## src/sv/ptc_mul.sv

```systemverilog
// ----------------------------------------------------------------------------
// ptc_mul: 64x64 multiplier, low 64 bits of the product
// One 32x32 multiplier stepped over three partial products.
// ----------------------------------------------------------------------------
`default_nettype none
module ptc_mul (
	input  wire logic        clk,
	input  wire logic        arst_n,
	input  wire logic        start,
	input  wire logic [63:0] a,
	input  wire logic [63:0] b,
	output logic             done,
	output logic [63:0]      prod
);

	logic [63:0] a_q, b_q, acc_q;
	logic [1:0]  cnt_q;
	logic        busy_q, done_q;
	logic [31:0] ma, mb;
	logic [63:0] m;

	// partial product select: lo*lo, lo*hi, hi*lo
	always_comb begin
		case (cnt_q)
			2'd0: begin
				ma = a_q[31:0];
				mb = b_q[31:0];
			end
			2'd1: begin
				ma = a_q[31:0];
				mb = b_q[63:32];
			end
			default: begin
				ma = a_q[63:32];
				mb = b_q[31:0];
			end
		endcase
		m = ma * mb;
	end

	always_ff @(posedge clk or negedge arst_n) begin
		if (!arst_n) begin
			busy_q <= 1'b0;
			done_q <= 1'b0;
			cnt_q  <= 2'd0;
		end else begin
			done_q <= busy_q && (cnt_q == 2'd2);
			if (start) begin
				busy_q <= 1'b1;
				cnt_q  <= 2'd0;
			end else if (busy_q) begin
				cnt_q <= cnt_q + 2'd1;
				if (cnt_q == 2'd2) busy_q <= 1'b0;
			end
		end
	end

	// operand latch and accumulate
	always_ff @(posedge clk) begin
		if (start) begin
			a_q <= a;
			b_q <= b;
		end else if (busy_q) begin
			if (cnt_q == 2'd0) acc_q <= m;
			else acc_q[63:32] <= acc_q[63:32] + m[31:0];
		end
	end

	assign done = done_q;
	assign prod = acc_q;

endmodule
`default_nettype wire

```

## config.mk

```make
export PLATFORM = sky130hd
export DESIGN_NAME = ptc_mul
export DESIGN_NICKNAME = d
export VERILOG_FILES = /design/src/sv/ptc_mul.sv
export SDC_FILE = /design/constraint.sdc
export NUM_CORES = 2
export LEC_CHECK = 0
export BUFFER_PORTS_ARGS = -buffer_cell sky130_fd_sc_hd__buf_2
export CAP_MARGIN = 20
export CELL_PAD_IN_SITES_DETAIL_PLACEMENT = 0
export CELL_PAD_IN_SITES_GLOBAL_PLACEMENT = 1
export CORE_MARGIN = 1
export CORE_UTILIZATION = 50
export CTS_BUF_LIST = sky130_fd_sc_hd__clkbuf_4 sky130_fd_sc_hd__clkbuf_8 sky130_fd_sc_hd__clkbuf_16
export DETAILED_ROUTE_END_ITERATION = 16
export GPL_ROUTABILITY_DRIVEN = 0
export GPL_TIMING_DRIVEN = 0
export PLACE_DENSITY_LB_ADDON = 0.1
export SLEW_MARGIN = 5
export SYNTH_ARGS = -nofsm -noshare
export SYNTH_HDL_FRONTEND = slang
export SYNTH_SLANG_ARGS = --single-unit
```

## constraint.sdc

```tcl
create_clock -name clk -period 14.7 [get_ports clk]
set_input_delay 2.94 -clock clk [delete_from_list [all_inputs] [get_ports clk]]
set_output_delay 2.94 -clock clk [all_outputs]
set_load 0.02 [all_outputs]
```

Word level (Yosys, flattened, before mapping)

Cells that the tools add are included.

Flip-flop bits (word level): 196
Output and inout bits: 65
Word-level logic and storage cells: 27

Multiplexer cells: 8
$mul: 1
Eq/ne operators: 2
$add $sub $neg: 2
Bitwise logic cells: 1
Reductions and logical operators: 6

Operators with widths:

| cell                                                            | count |
|---|---|
| 32-bit 2-to-1 mux                                               | 3 |
| 32-bit by 32-bit multiplier with 64-bit output                  | 1 |
| 32-bit adder                                                    | 1 |
| 2-bit 2-to-1 mux                                                | 2 |
| 1-bit 2-to-1 mux                                                | 3 |
| 3-bit AND reduction                                             | 1 |
| 2-bit by 1-bit adder with 2-bit output, second input constant   | 1 |
| 2-bit by 1-bit == test with 1-bit output, second input constant | 1 |
| 2-bit == test, second input constant                            | 1 |
| 2-bit logical NOT                                               | 1 |
| 2-bit AND reduction                                             | 1 |
| 2-bit nonzero test                                              | 1 |
| 2-bit OR reduction                                              | 1 |
| 1-bit logical AND                                               | 1 |
| 1-bit inverter                                                  | 1 |

Depth between registers and ports, before layout

Depth in word-level cells: 6
Mapped depth: 41
Depth with buffers taken out: 38

Worst setup path before layout

Ideal clock, no wire load.

Path kind: flip-flop to flip-flop
Start point: register cnt_q[0]
End point: register acc_q[63], in the netlist prod[63], data pin
Path slack: 4.457 ns
Required time: 14.533 ns
Arrival time: 10.076 ns
Cell stages (with the launch flop): 40
Period minus slack after synthesis: 10.243 ns
Library setup time: 0.167 ns
Cell sequence: dfrtp_1 -> inv_1 -> ha_1 -> clkbuf_1 -> nor2_1 -> clkbuf_1 -> mux2i_1 -> clkbuf_1 -> nor2_1 -> fa_1 -> fa_1 -> fa_1 -> inv_1 -> fa_1 -> inv_1 -> fa_1 -> inv_1 -> fa_1 -> (+4 left out) -> inv_1 -> ha_1 -> a21oi_1 -> inv_1 -> a31oi_1 -> o21ai_0 -> a21o_2 -> a21oi_1 -> xnor2_1 -> ha_1 -> and3_1 -> nand4_1 -> a2111oi_0 -> o31ai_1 -> nor3_1 -> a2111oi_1 -> xnor2_1 -> a211oi_1

Longest elaborated chain between the ends: 6
Elaborated cells on any way between the ends: 8

RTL lines:

| item                                                                                 | line | RTL |
|---|---|---|
| start: declaration                                                                   | 17   | `logic [1:0] cnt_q;` |
| start signal: assignment                                                             | 52   | `cnt_q <= cnt_q + 2'd1;` |
| 2-bit by 1-bit == test with 1-bit output / 2-bit logical NOT (equally long branches) | 24   | `case (cnt_q)` |
| 2-bit OR reduction (no line)                                                         | -    |  |
| 32-bit 2-to-1 mux                                                                    | 24   |  |
| 32-bit by 32-bit multiplier with 64-bit output (*)                                   | 38   | `m = ma * mb;` |
| net m[23]                                                                            | 20   | `logic [63:0] m;` |
| 32-bit adder (*)                                                                     | 65   | `else acc_q[63:32] <= acc_q[63:32] + m[31:0];` |
| 32-bit 2-to-1 mux (*)                                                                | 64   | `if (cnt_q == 2'd0) acc_q <= m;` |
| end signal: assignment                                                               | 64   |  |
| end signal: assignment                                                               | 65   |  |
| end: declaration                                                                     | 16   | `logic [63:0] a_q, b_q, acc_q;` |

Mark *: on every way through the listed nets, which the timed path passes. The rest lies on a longest branch.
A chain may end at the register's enable or synchronous reset.

Worst setup path in the final report

Ends and elaborated chain as after synthesis.

==> run summary <==
The run finished with clean final reports. The via density per instance is 5.70. The later pin in the worst-skew pair is clocked with a latency of around 0.55 ns.

The synthesized instance count is 4,242. The required time of the worst setup path is 15.07 ns. The most common flop cell mapped by yosys is edfxtp_1. The number of nets in the synthesized netlist is 5,568. The critical path in this run is classified as flip-flop to flip-flop. The count of endpoints failing hold in the final timing report came to 0. The synthesis-to-layout area growth came out at 8.28%. The number of pins with negative max-slew slack in the final report came out at 0. Summed over all layers, the routed wires come to 150,000 um.

In this run, synthesis produced a sequential element count of about 200. The clock-pin slew on the worst setup and hold paths is 0.09 ns. The initial antenna violation count is 7. Summed over its instances, the top area cell type makes up 44.1% of the synthesized netlist area. After detailed routing, the number of remaining DRC violations is 0.

The setup skew after layout is 0.0216 ns. The number of buffers created by CTS came out at 17. The timing-limited maximum frequency is a little over 70 MHz.

Setup repair after global routing left no endpoint under its margin. Among cell families on the critical path, the largest total delay comes from adder cells. The DRC marker count from the first detailed-route iteration came out at 3,265. In this design, the critical path's most frequently occurring cell is fa_1. The via count of the first global-routing pass is 32,200. The worst setup margin came out at 0.596 ns. The die extent in y came out at between 200 and 300 um. The cell area after technology mapping came out at a little over 40,000 sq um. The master of the slowest instance on the critical path is clkbuf_1. The worst path uses 95.9% of the clock period. The port buffer count is 195. After detailed placement, the design holds a cell count of 5,524. The first-pass GRT wire length came out at 218,000 um. The die width came out at 287 um. Buffers added to address setup during post-CTS repair amount to 0. The met3 track demand over resource in global routing is 8.86%. The number of cells in the finished layout apart from fillers is 5,564. The fraction of met1 tracks used by global routing is 50.8%. The top fanout value on the critical path is 10. The net count of the finished layout came out at 5,815.

The number of iterations in the first detailed-routing pass is 6. The critical path arrival is 14.48 ns. The number of clock sinks came out at 196. The cell with the most instances after synthesis is fa_1. The clock period minus worst slack came out at 14.10 ns. The post-cts gate resize count came out at 0. The starting utilization of the core area came out at 50.5%. The cell chosen for the clock root is clkbuf_16. The worst pin sits at a relative slew slack of 17.2%. The sequential cell area fraction in the yosys report is 14.4%. Synthesis instantiated 69 different standard cells from the library.

After floorplanning, the core was sized to cover 80,500 sq um. The most used routing layer in global routing is met2. The total of endpoints with negative setup slack in the final report came out at 0. In this run the deepest clock path goes through 2 buffers. The average routed wire per standard cell came out at around 27 um. In this run the worst hold path is classified as flip-flop to flip-flop. The share of async-settable or async-resettable flops after synthesis is 2.04%.

Each instance of the synthesized netlist takes up on average between 9 and 10 sq um. The number of H-tree branching levels is 4. Of the cells placed in the final design, the portion with a size suffix greater than 1 is 8.06%. Of all cell types, the one taking the most synthesized area is fa_1. Once detail routing completed, the nets flagged for antenna violations numbered 0.

The core occupancy in the finished layout is 54.7%. The floorplan has 104 rows. The number of warnings reported in the yosys synthesis log came out at 0. The setup slack after placement came out at between 0.9 and 1 ns. Sorting the synthesized cells by how often they occur yields fa_1, inv_1, nand2_1. Global routing used 37.7% of the available tracks.

By area the synthesized netlist is led by fa_1, edfxtp_1, ha_1. The routing usage on met2 is a little under three fifths. The hold buffer count at cts is 0. Together, buffers and inverters on the worst path number 7. The die covers 82,600 sq um. The largest net degree at the start of global routing is 70. TritonCTS built the clock tree.

The worst setup path is launched from a flip-flop. The number of enable-type register cells in the synthesized netlist came out at 192. The count of boundary I/O pins came out at 196.

The tool flagged a number of max-cap violations equal to 0. The actual slew at the worst max-slew pin came out at 1.21 ns. On the worst path, the slowest cell contributes a delay of 0.90 ns. STA classifies the critical path endpoint as a flip-flop. The detailed placement HPWL is about 130,000 um.

The via total after detailed routing came out at 31,700. The overflow left after global routing came out at 0.
==> worst min-delay path: stages, from the launching register on <==
cell	delay (ns)
dfrtp_1	0.38
mux2i_1	0.07
nor2_1	0.08
==> kinds of logic after synthesis <==
| family | Yosys count | share of synthesized area, % |
|---|---|---|
| AOI/OAI and AO/OA | 317 | 4.92 |
| buffers and inverters | 1055 | 9.75 |
| muxes | 130 | 3.39 |
| and+or+nand+nor | 1262 | 12.4 |
| adders and majority gates | 1195 | 53.3 |
| DFF | 196 | 14.4 |
| xor gates and xnor gates | 87 | 1.87 |
==> sequential cells by signal, indices dropped and copies added, names as in the netlist <==
name,count
cnt_q,2
b_q,64
a_q,64
busy_q,1
prod,64
done,1
==> metal layers <==
layer | vias to the layer above | wire (um) | share of wire [%]
li1 | 13400 | - | -
met1 | 16200 | 58800 | 39
met2 | 1711 | 65700 | 44
met3 | 403 | 15800 | 11
met4 | 10 | 9600 | 6.4
met5 | - | 62 | 0.041
==> final timing paths <==
path | startpoint | slack (ns) | depth (start not counted) | end
worst max-delay path | cnt_q[0] | 0.60 | 37 | prod[63]
worst min-delay path | cnt_q[1] | 0.57 | 2 | cnt_q[1]
worst max register to register | cnt_q[0] | 0.60 | 37 | prod[63]
worst min register to register | cnt_q[1] | 0.57 | 2 | cnt_q[1]
max in group asynchronous | arst_n | 12.39 | 1 | done
min in group asynchronous | arst_n | 2.19 | 1 | cnt_q[0]
==> per-stage QoR <==
step	TNS (ns)	hold WS, ns	area, sq um
global route	0	0.608	44100
finish	0	0.565	44100
global placement	-0.277	0.543	43000
CTS	0	0.572	44000
detailed placement	0	0.551	43400
floorplan	0	0.513	40700
==> cells in the final DEF (no fill, tap or decap), drive strengths merged, types with 3 or more instances in the layout <==
cell type  synthesis  final
clkbuf           164    181
inv              875    885
nor3              18     18
a31o               3      3
ha               298    298
a21boi             4      4
o21ai             67     67
mux2i             66     66
a211oi            14     14
buf               16    244
nand3b             3      3
nor2             473    473
nand3             13     13
nor2b             10     10
xor2              26     26
edfxtp           192    192
and2              14     14
or3                7      7
xnor2             61     61
o31ai             10     10
o21bai            10     10
o21a              13     13
and3              12     12
clkinv             0      5
dfrtp              4      4
a21o              41     41
or2                3      3
a2111oi            5      5
a21oi            110    110
a31oi             11     11
nor4               5      5
a211o              8      8
mux2              64     64
o211ai             7      7
nand4             17     17
nand2            667    667
fa               897    897
and4               3      3
nand2b            13     13
==> cell type report <==
cell class / instances / area [sq um]
diodes: 2 / 5.00
repair buffers: 228 / 1340
clock buffers: 17 / 425
fillers: 7550 / 36500
plain buffers: 180 / 692
flip-flops and latches: 196 / 5870
multi-input cells: 2991 / 30900
well taps: 1060 / 1330
inverters: 875 / 3280
clock inverters: 15 / 206
Power is not shown: default switching activity piles up to over one toggle a cycle in this logic, so the estimate is an artifact.
