<file path="src/sv/ptc_div.sv">
// ----------------------------------------------------------------------------
// ptc_div: signed 64-bit divider, truncating toward zero
// Restoring radix-2 loop on magnitudes, one quotient bit per cycle.
// ----------------------------------------------------------------------------
`default_nettype none
module ptc_div (
	input  wire logic        clk,
	input  wire logic        arst_n,
	input  wire logic        start,
	input  wire logic [63:0] num,
	input  wire logic [63:0] den,
	output logic             done,
	output logic [63:0]      quo
);

	logic [63:0] rem_q, quo_q, den_q;
	logic        neg_q, busy_q, done_q;
	logic [5:0]  cnt_q;
	logic [63:0] rem_sh;
	logic        fits;

	assign rem_sh = {rem_q[62:0], quo_q[63]};
	assign fits   = rem_sh >= den_q;

	always_ff @(posedge clk or negedge arst_n) begin
		if (!arst_n) begin
			busy_q <= 1'b0;
			done_q <= 1'b0;
			cnt_q  <= '0;
		end else begin
			done_q <= busy_q && (cnt_q == 6'd63);
			if (start) begin
				busy_q <= 1'b1;
				cnt_q  <= '0;
			end else if (busy_q) begin
				cnt_q <= cnt_q + 6'd1;
				if (cnt_q == 6'd63) busy_q <= 1'b0;
			end
		end
	end

	// magnitude load, then one shift-subtract step a cycle
	always_ff @(posedge clk) begin
		if (start) begin
			rem_q <= '0;
			quo_q <= num[63] ? 64'(0 - num) : num;
			den_q <= den[63] ? 64'(0 - den) : den;
			neg_q <= num[63] ^ den[63];
		end else if (busy_q) begin
			rem_q <= fits ? rem_sh - den_q : rem_sh;
			quo_q <= {quo_q[62:0], fits};
		end
	end

	assign done = done_q;
	assign quo  = neg_q ? 64'(0 - quo_q) : quo_q;

endmodule
`default_nettype wire

</file>
<file path="config.mk">
export PLATFORM = sky130hd
export DESIGN_NAME = ptc_div
export DESIGN_NICKNAME = d
export VERILOG_FILES = /design/src/sv/ptc_div.sv
export SDC_FILE = /design/constraint.sdc
export NUM_CORES = 1
export LEC_CHECK = 0
export BUFFER_PORTS_ARGS = -buffer_cell sky130_fd_sc_hd__buf_2
export CORE_MARGIN = 2
export CORE_UTILIZATION = 55
export DETAILED_ROUTE_END_ITERATION = 10
export PLACE_DENSITY = 0.77
export SLEW_MARGIN = 20
export SYNTH_ARGS = -nofsm -noshare
export SYNTH_HDL_FRONTEND = slang
export SYNTH_SLANG_ARGS = --single-unit
</file>
<file path="constraint.sdc">
create_clock -name clk -period 5.31 [get_ports clk]
set_input_delay 0.7965 -clock clk [delete_from_list [all_inputs] [get_ports clk]]
set_output_delay 0.7965 -clock clk [all_outputs]
set_load 0.005 [all_outputs]
</file>
After elaboration in Yosys (flattened, before gate mapping)
Index checks and enable logic that the tools add are counted.
{"block": "word_totals", "reg_bits": 200, "latch_bits": 0, "ram_bits": 0, "romBits": 0, "input_bits": 131, "out_inout_bits": 65, "memories": 0}
{"block": "op_classes", "addsub": 5, "multipliers": 0, "div": 0, "magnitude_cmp": 1, "eq_ne": 1, "shift": 0, "muxes": 11, "bitwise_logic": 1, "reduce_logical": 2}
{"cell": "two-way mux 64 bit", "n": 4}
{"cell": "subtractor 1 x 64 -> 64 bit, first input constant", "n": 3}
{"cell": "two-way mux 63 bit", "n": 2}
{"cell": "greater-or-equal comparator 64 bit", "n": 1}
{"cell": "subtractor 63 bit", "n": 1}
{"cell": "two-way mux 6 bit", "n": 2}
{"cell": "adder 6 x 1 -> 6 bit, second input constant", "n": 1}
{"cell": "equality test 6 bit, second input constant", "n": 1}
{"cell": "two-way mux 1 bit", "n": 3}
{"cell": "nonzero test 2 bit", "n": 1}
{"cell": "logical AND 1 bit", "n": 1}
{"cell": "bitwise XOR 1 bit", "n": 1}

Longest topological paths before layout
{"block": "logic_depth", "depth_word": 4, "depth_mapped": 15, "depth_no_buf": 13}

Worst setup path before layout
Ideal clock, no wire load.
{"block": "synth_timing", "path_kind": "register to output", "startpoint": "register quo_q[16]", "endpoint": "output port quo[58]", "arrival_ns": 3.789, "setup_slack_ns": 0.725, "stages_incl_launch_ff": 13, "path_buffers": 2, "path_cell_list": "edfxtp_1 > or4_4 > or4_4 > nor2_2 > nand2_1 > or2_1 > buf_6 > or4_4 > or4_4 > or3_1 > buf_2 > o41ai_4 > xnor2_1"}
{"block": "synth_via", "elab_chain_len": 2}
{"element": "from (decl)", "line_no": "16", "rtl": "logic [63:0] rem_q, quo_q, den_q;"}
{"element": "from (signal assigned)", "line_no": "46", "rtl": "quo_q <= num[63] ? 64'(0 - num) : num;"}
{"element": "from (signal assigned)", "line_no": "51", "rtl": "quo_q <= {quo_q[62:0], fits};"}
{"element": "subtractor 1 x 64 -> 64 bit", "line_no": "56", "rtl": "assign quo = neg_q ? 64'(0 - quo_q) : quo_q;"}
{"element": "two-way mux 64 bit", "line_no": "56"}
{"element": "to (decl)", "line_no": "13", "rtl": "output logic [63:0] quo"}
Every way passes these cells.

Final worst setup path
{"block": "layout_timing", "startpoint": "register quo_q[15]", "endpoint": "output port quo[58]"}
The elaborated chain is that of the path after synthesis.

==> tab_implementation.tex <==
\begin{tabular}{lr}
\hline
Metric & Value \\
\hline
\multicolumn{2}{l}{\textbf{Run status}} \\
\quad Status & finished clean \\
\multicolumn{2}{l}{\textbf{Layout}} \\
\quad Fillcell total & between 2000 and 2500 \\
\quad Leading cell type in the layout, fill and taps excluded & nor2\_1 \\
\quad Post-layout nets & around 2200 \\
\quad Util after Layout & 63.0\% \\
\quad Area delta synth->final & 12.1\% \\
\quad Share of cells above drive strength 1 & approximately 15\% \\
\quad Commonest cells after routing, fill and taps aside & nor2\_1, buf\_2, a21oi\_1, xnor2\_1, nand2\_1 \\
\multicolumn{2}{l}{\textbf{STA}} \\
\quad Transition time at the pin with the least slew margin & between 1 and 1.5 ns \\
\quad Post-Route Skew & 0.0232 ns \\
\quad Max-slew violation count & 0 \\
\quad Post-route clock period utilization & a little over nine tenths \\
\quad Setup Total Neg Slack & 0 ns \\
\quad Setup WS post-layout & a little under 0.09 ns \\
\quad Worst hold margin & $\sim$0.18 ns \\
\quad Hold violation count in the final report & 0 \\
\quad Tightest slew margin relative to the limit & between 20\% and 30\% \\
\quad Time the worst path needs with I/O delays and setup & 5.22 ns \\
\quad Final setup fails & 0 \\
\quad Peak Freq & 191 MHz \\
\multicolumn{2}{l}{\textbf{Floorplan}} \\
\quad Die height & approximately 170 µm \\
\quad Area inside the core boundary & 27900 µm² \\
\quad Die outline area & a little under 30000 µm² \\
\quad Initial Utilization & a little under three fifths \\
\quad Number of standard-cell rows in the floorplan & between 60 and 70 \\
\quad Die width & 173 µm \\
\quad Number of ports placed on the die boundary & roughly 200 \\
\multicolumn{2}{l}{\textbf{Yosys}} \\
\quad EDFF count, synth & between 100 and 150 \\
\quad Simple logic cell fraction of the synthesized area & a little under a fifth \\
\quad Post-synthesis mux area share & 1.90\% \\
\quad Synthesized netlist net count & about 2100 \\
\quad Post-synthesis xor/xnor area fraction & between 10\% and 20\% \\
\quad Share of the yosys chip area belonging to registers & between 30\% and 40\% \\
\quad Distinct cell type count after synthesis & 70 \\
\quad Avg Inst Size Synth & about 8.4 µm² \\
\quad FF+latch count, synth & 200 \\
\quad Ys async rst share & about 4.0\% \\
\quad Dominant combinational cell family by area after synthesis & compound AO/OA/AOI/OAI gates \\
\quad Cell count after synthesis & between 1500 and 2000 \\
\quad Most instantiated flip-flop cell in the synthesis netlist & edfxtp\_1 \\
\quad Synthesized cell area & roughly 16000 µm² \\
\quad Post-Synth Adder-Cell Area & under 10\% \\
\quad Post-synthesis compound-gate area fraction & between 20\% and 30\% \\
\quad Number of warnings issued by yosys & 0 \\
\multicolumn{2}{l}{\textbf{Critical path}} \\
\quad Crit path required time & between 4 and 5 ns \\
\quad Type of the setup path with the least slack & reg2out \\
\quad CP cell instances & or4\_4, or4\_4, nor2\_2, nand2\_1, or2\_1, or4\_4, or4\_4, or3\_4, o41ai\_4, xnor2\_1, buf\_2 \\
\quad Crit path top cell by count & or4\_4 \\
\quad Critical path's largest stage delay & roughly 0.56 ns \\
\quad Startpoint type of the worst setup path & flip-flop \\
\quad Nature of the critical path endpoint & output port \\
\quad CP Max Fanout & 6 \\
\quad Data arrival time of the worst path & about 4.4 ns \\
\quad Standard cell with the maximum stage delay on the critical path & or4\_4 \\
\multicolumn{2}{l}{\textbf{Routing}} \\
\quad Sum of routed wire length over all layers & about 42000 µm \\
\quad Post-detailed-route DRC marker count & 0 \\
\quad Via/cell ratio & approximately 6 \\
\quad Overall via count from detail\_route & 14500 \\
\quad Iter 0 DRT Violations & $\sim$1400 \\
\quad Post-detailed-route count of antenna-violating nets & 0 \\
\quad Detailed-routing iteration count for the pre-antenna-repair pass & 6 \\
\quad WL/cell & around 17 µm \\
\multicolumn{2}{l}{\textbf{CTS}} \\
\quad Htree depth & 4 \\
\quad CTS root buffer & clkbuf\_16 \\
\quad CTS tree & done \\
\quad Num Clock Sinks & 200 \\
\quad Clock Path Buffers & 2 \\
\quad Worst-skew pair later-pin latency & 0.45 ns \\
\quad Total CTS buffers & 17 \\
\quad Clock slew seen by the registers of the worst setup and hold paths & around 0.090 ns \\
\quad Number of hold-repair buffers added at the cts stage & 0 \\
\multicolumn{2}{l}{\textbf{Global route}} \\
\quad Via count of the first global-routing pass & about 14000 \\
\quad Global-route wire length before repair & approximately 68000 µm \\
\quad GRT Total Usage & approximately 27\% \\
\quad Initial antenna violation count & 1 \\
\quad Maximum number of pins on one net before global-route repair & 100 \\
\quad GR Overflow Total & 0 \\
\multicolumn{2}{l}{\textbf{Placement}} \\
\quad Weighted congestion reported at the end of routability-driven placement & approximately 0.96 \\
\quad DPL Wire Length & approximately 31000 µm \\
\quad I/O Buffers & just under 200 \\
\quad Minimum setup slack after placement & between 0.2 and 0.3 ns \\
\multicolumn{2}{l}{\textbf{Flow run}} \\
\quad Number of violations of the max-capacitance limit & 0 \\
\multicolumn{2}{l}{\textbf{Worst hold path}} \\
\quad Class of the most critical hold timing path & in2async \\
\multicolumn{2}{l}{\textbf{Pwr}} \\
\quad Pleak & between 7 and 8 nW \\
\quad Worst VDD drop & about 150 µV \\
\quad Power density relative to cell area & around 240 nW/µm² \\
\quad Overall power & between 0.004 and 0.005 W \\
\hline
\end{tabular}
==> per-layer routing <==
layer	share of wire, %	routed length [µm]	up-vias	GRT usage, %
met3	7.2	2980	74	3.32
met4	2.3	965	2	8.72
li1	-	-	7061	-
met1	45	18600	6719	37.7
met2	46	19000	609	44.6
met5	0.031	13	-	0
==> sequential cells by signal, indices dropped and copies added (netlist names) <==
signal / flops
quo_q: 64
den_q: 64
done: 1
rem_q: 63
busy_q: 1
cnt_q: 6
neg_q: 1
==> kinds of logic after synthesis <==
group,count (synthesis)
AOI/OAI and AO/OA,539
and+or+nand+nor,595
muxes,29
buffers and inverters,206
xor gates and xnor gates,233
adders and majority gates,69
DFF,200
==> cell type report <==
type | count | area (µm²) | share of cell area (%)
Sequential cell | 200 | 5340 | 30.4
Timing Repair Buffer | 216 | 1140 | 6.51
Clock buffer | 18 | 429 | 2.45
Antenna cell | 2 | 5.00 | 0.0285
Inverter | 104 | 390 | 2.23
Clock inverter | 14 | 163 | 0.927
Multi-Input combinational cell | 1465 | 9600 | 54.7
Tap cell | 378 | 473 | 2.70
==> worst max-delay path: cells and delay by family, from the launching register on <==
family                    cells  cell delay (ns)
DFF                           1             0.46
xor gates and xnor gates      1             0.15
buffers and inverters         1             0.13
and+or+nand+nor               8             2.96
AOI/OAI and AO/OA             1             0.30
==> power by group <==
part / switching [W] / internal (W)
registers: 0.000113 / 0.00180
logic: 0.000504 / 0.000397
clock network: 0.000667 / 0.000674
total: 0.00128 / 0.00287
==> stage by stage <==
step | instances | area (µm²)
floorplan | 1871 | 15600
CTS | 2388 | 17400
global placement | 2356 | 16800
global route | 2395 | 17500
finish | 2397 | 17500
detailed placement | 2356 | 16800
==> synth_stat cells, types with 24 or more instances <==
library cell | instances | area [µm²]
xor2_1 | 83 | 727
nand2_1 | 139 | 522
dfxtp_1 | 63 | 1260
nor2_1 | 208 | 781
a211oi_1 | 39 | 293
o31ai_1 | 59 | 443
xnor2_1 | 150 | 1310
clkbuf_1 | 95 | 357
o41ai_1 | 26 | 228
a21o_1 | 28 | 210
o21ai_0 | 113 | 566
nand4_1 | 37 | 231
or3_1 | 43 | 269
a21oi_1 | 184 | 921
ha_1 | 68 | 851
or4_1 | 24 | 180
nor3_1 | 33 | 165
inv_1 | 104 | 390
edfxtp_1 | 129 | 3870
==> repair_timing <==
item,4_1_cts,5_1_grt
gates resized for setup,4,9
pin swaps,1,2
setup endpoints to repair,8,10
setup buffers,0,7
==> worst paths after layout <==
check                           from   endpoint  slack, ns  cells after the start
max in group asynchronous     arst_n     busy_q       4.94                      1
hold reg to reg            rem_q[18]  rem_q[19]       0.50                      2
setup / recovery           quo_q[15]    quo[58]       0.09                     11
hold / removal                arst_n       done       0.18                      1
min in group clk           rem_q[18]  rem_q[19]       0.50                      2
setup reg to reg           quo_q[63]  rem_q[30]       0.96                     15
Power figures use the tool's default switching activity.
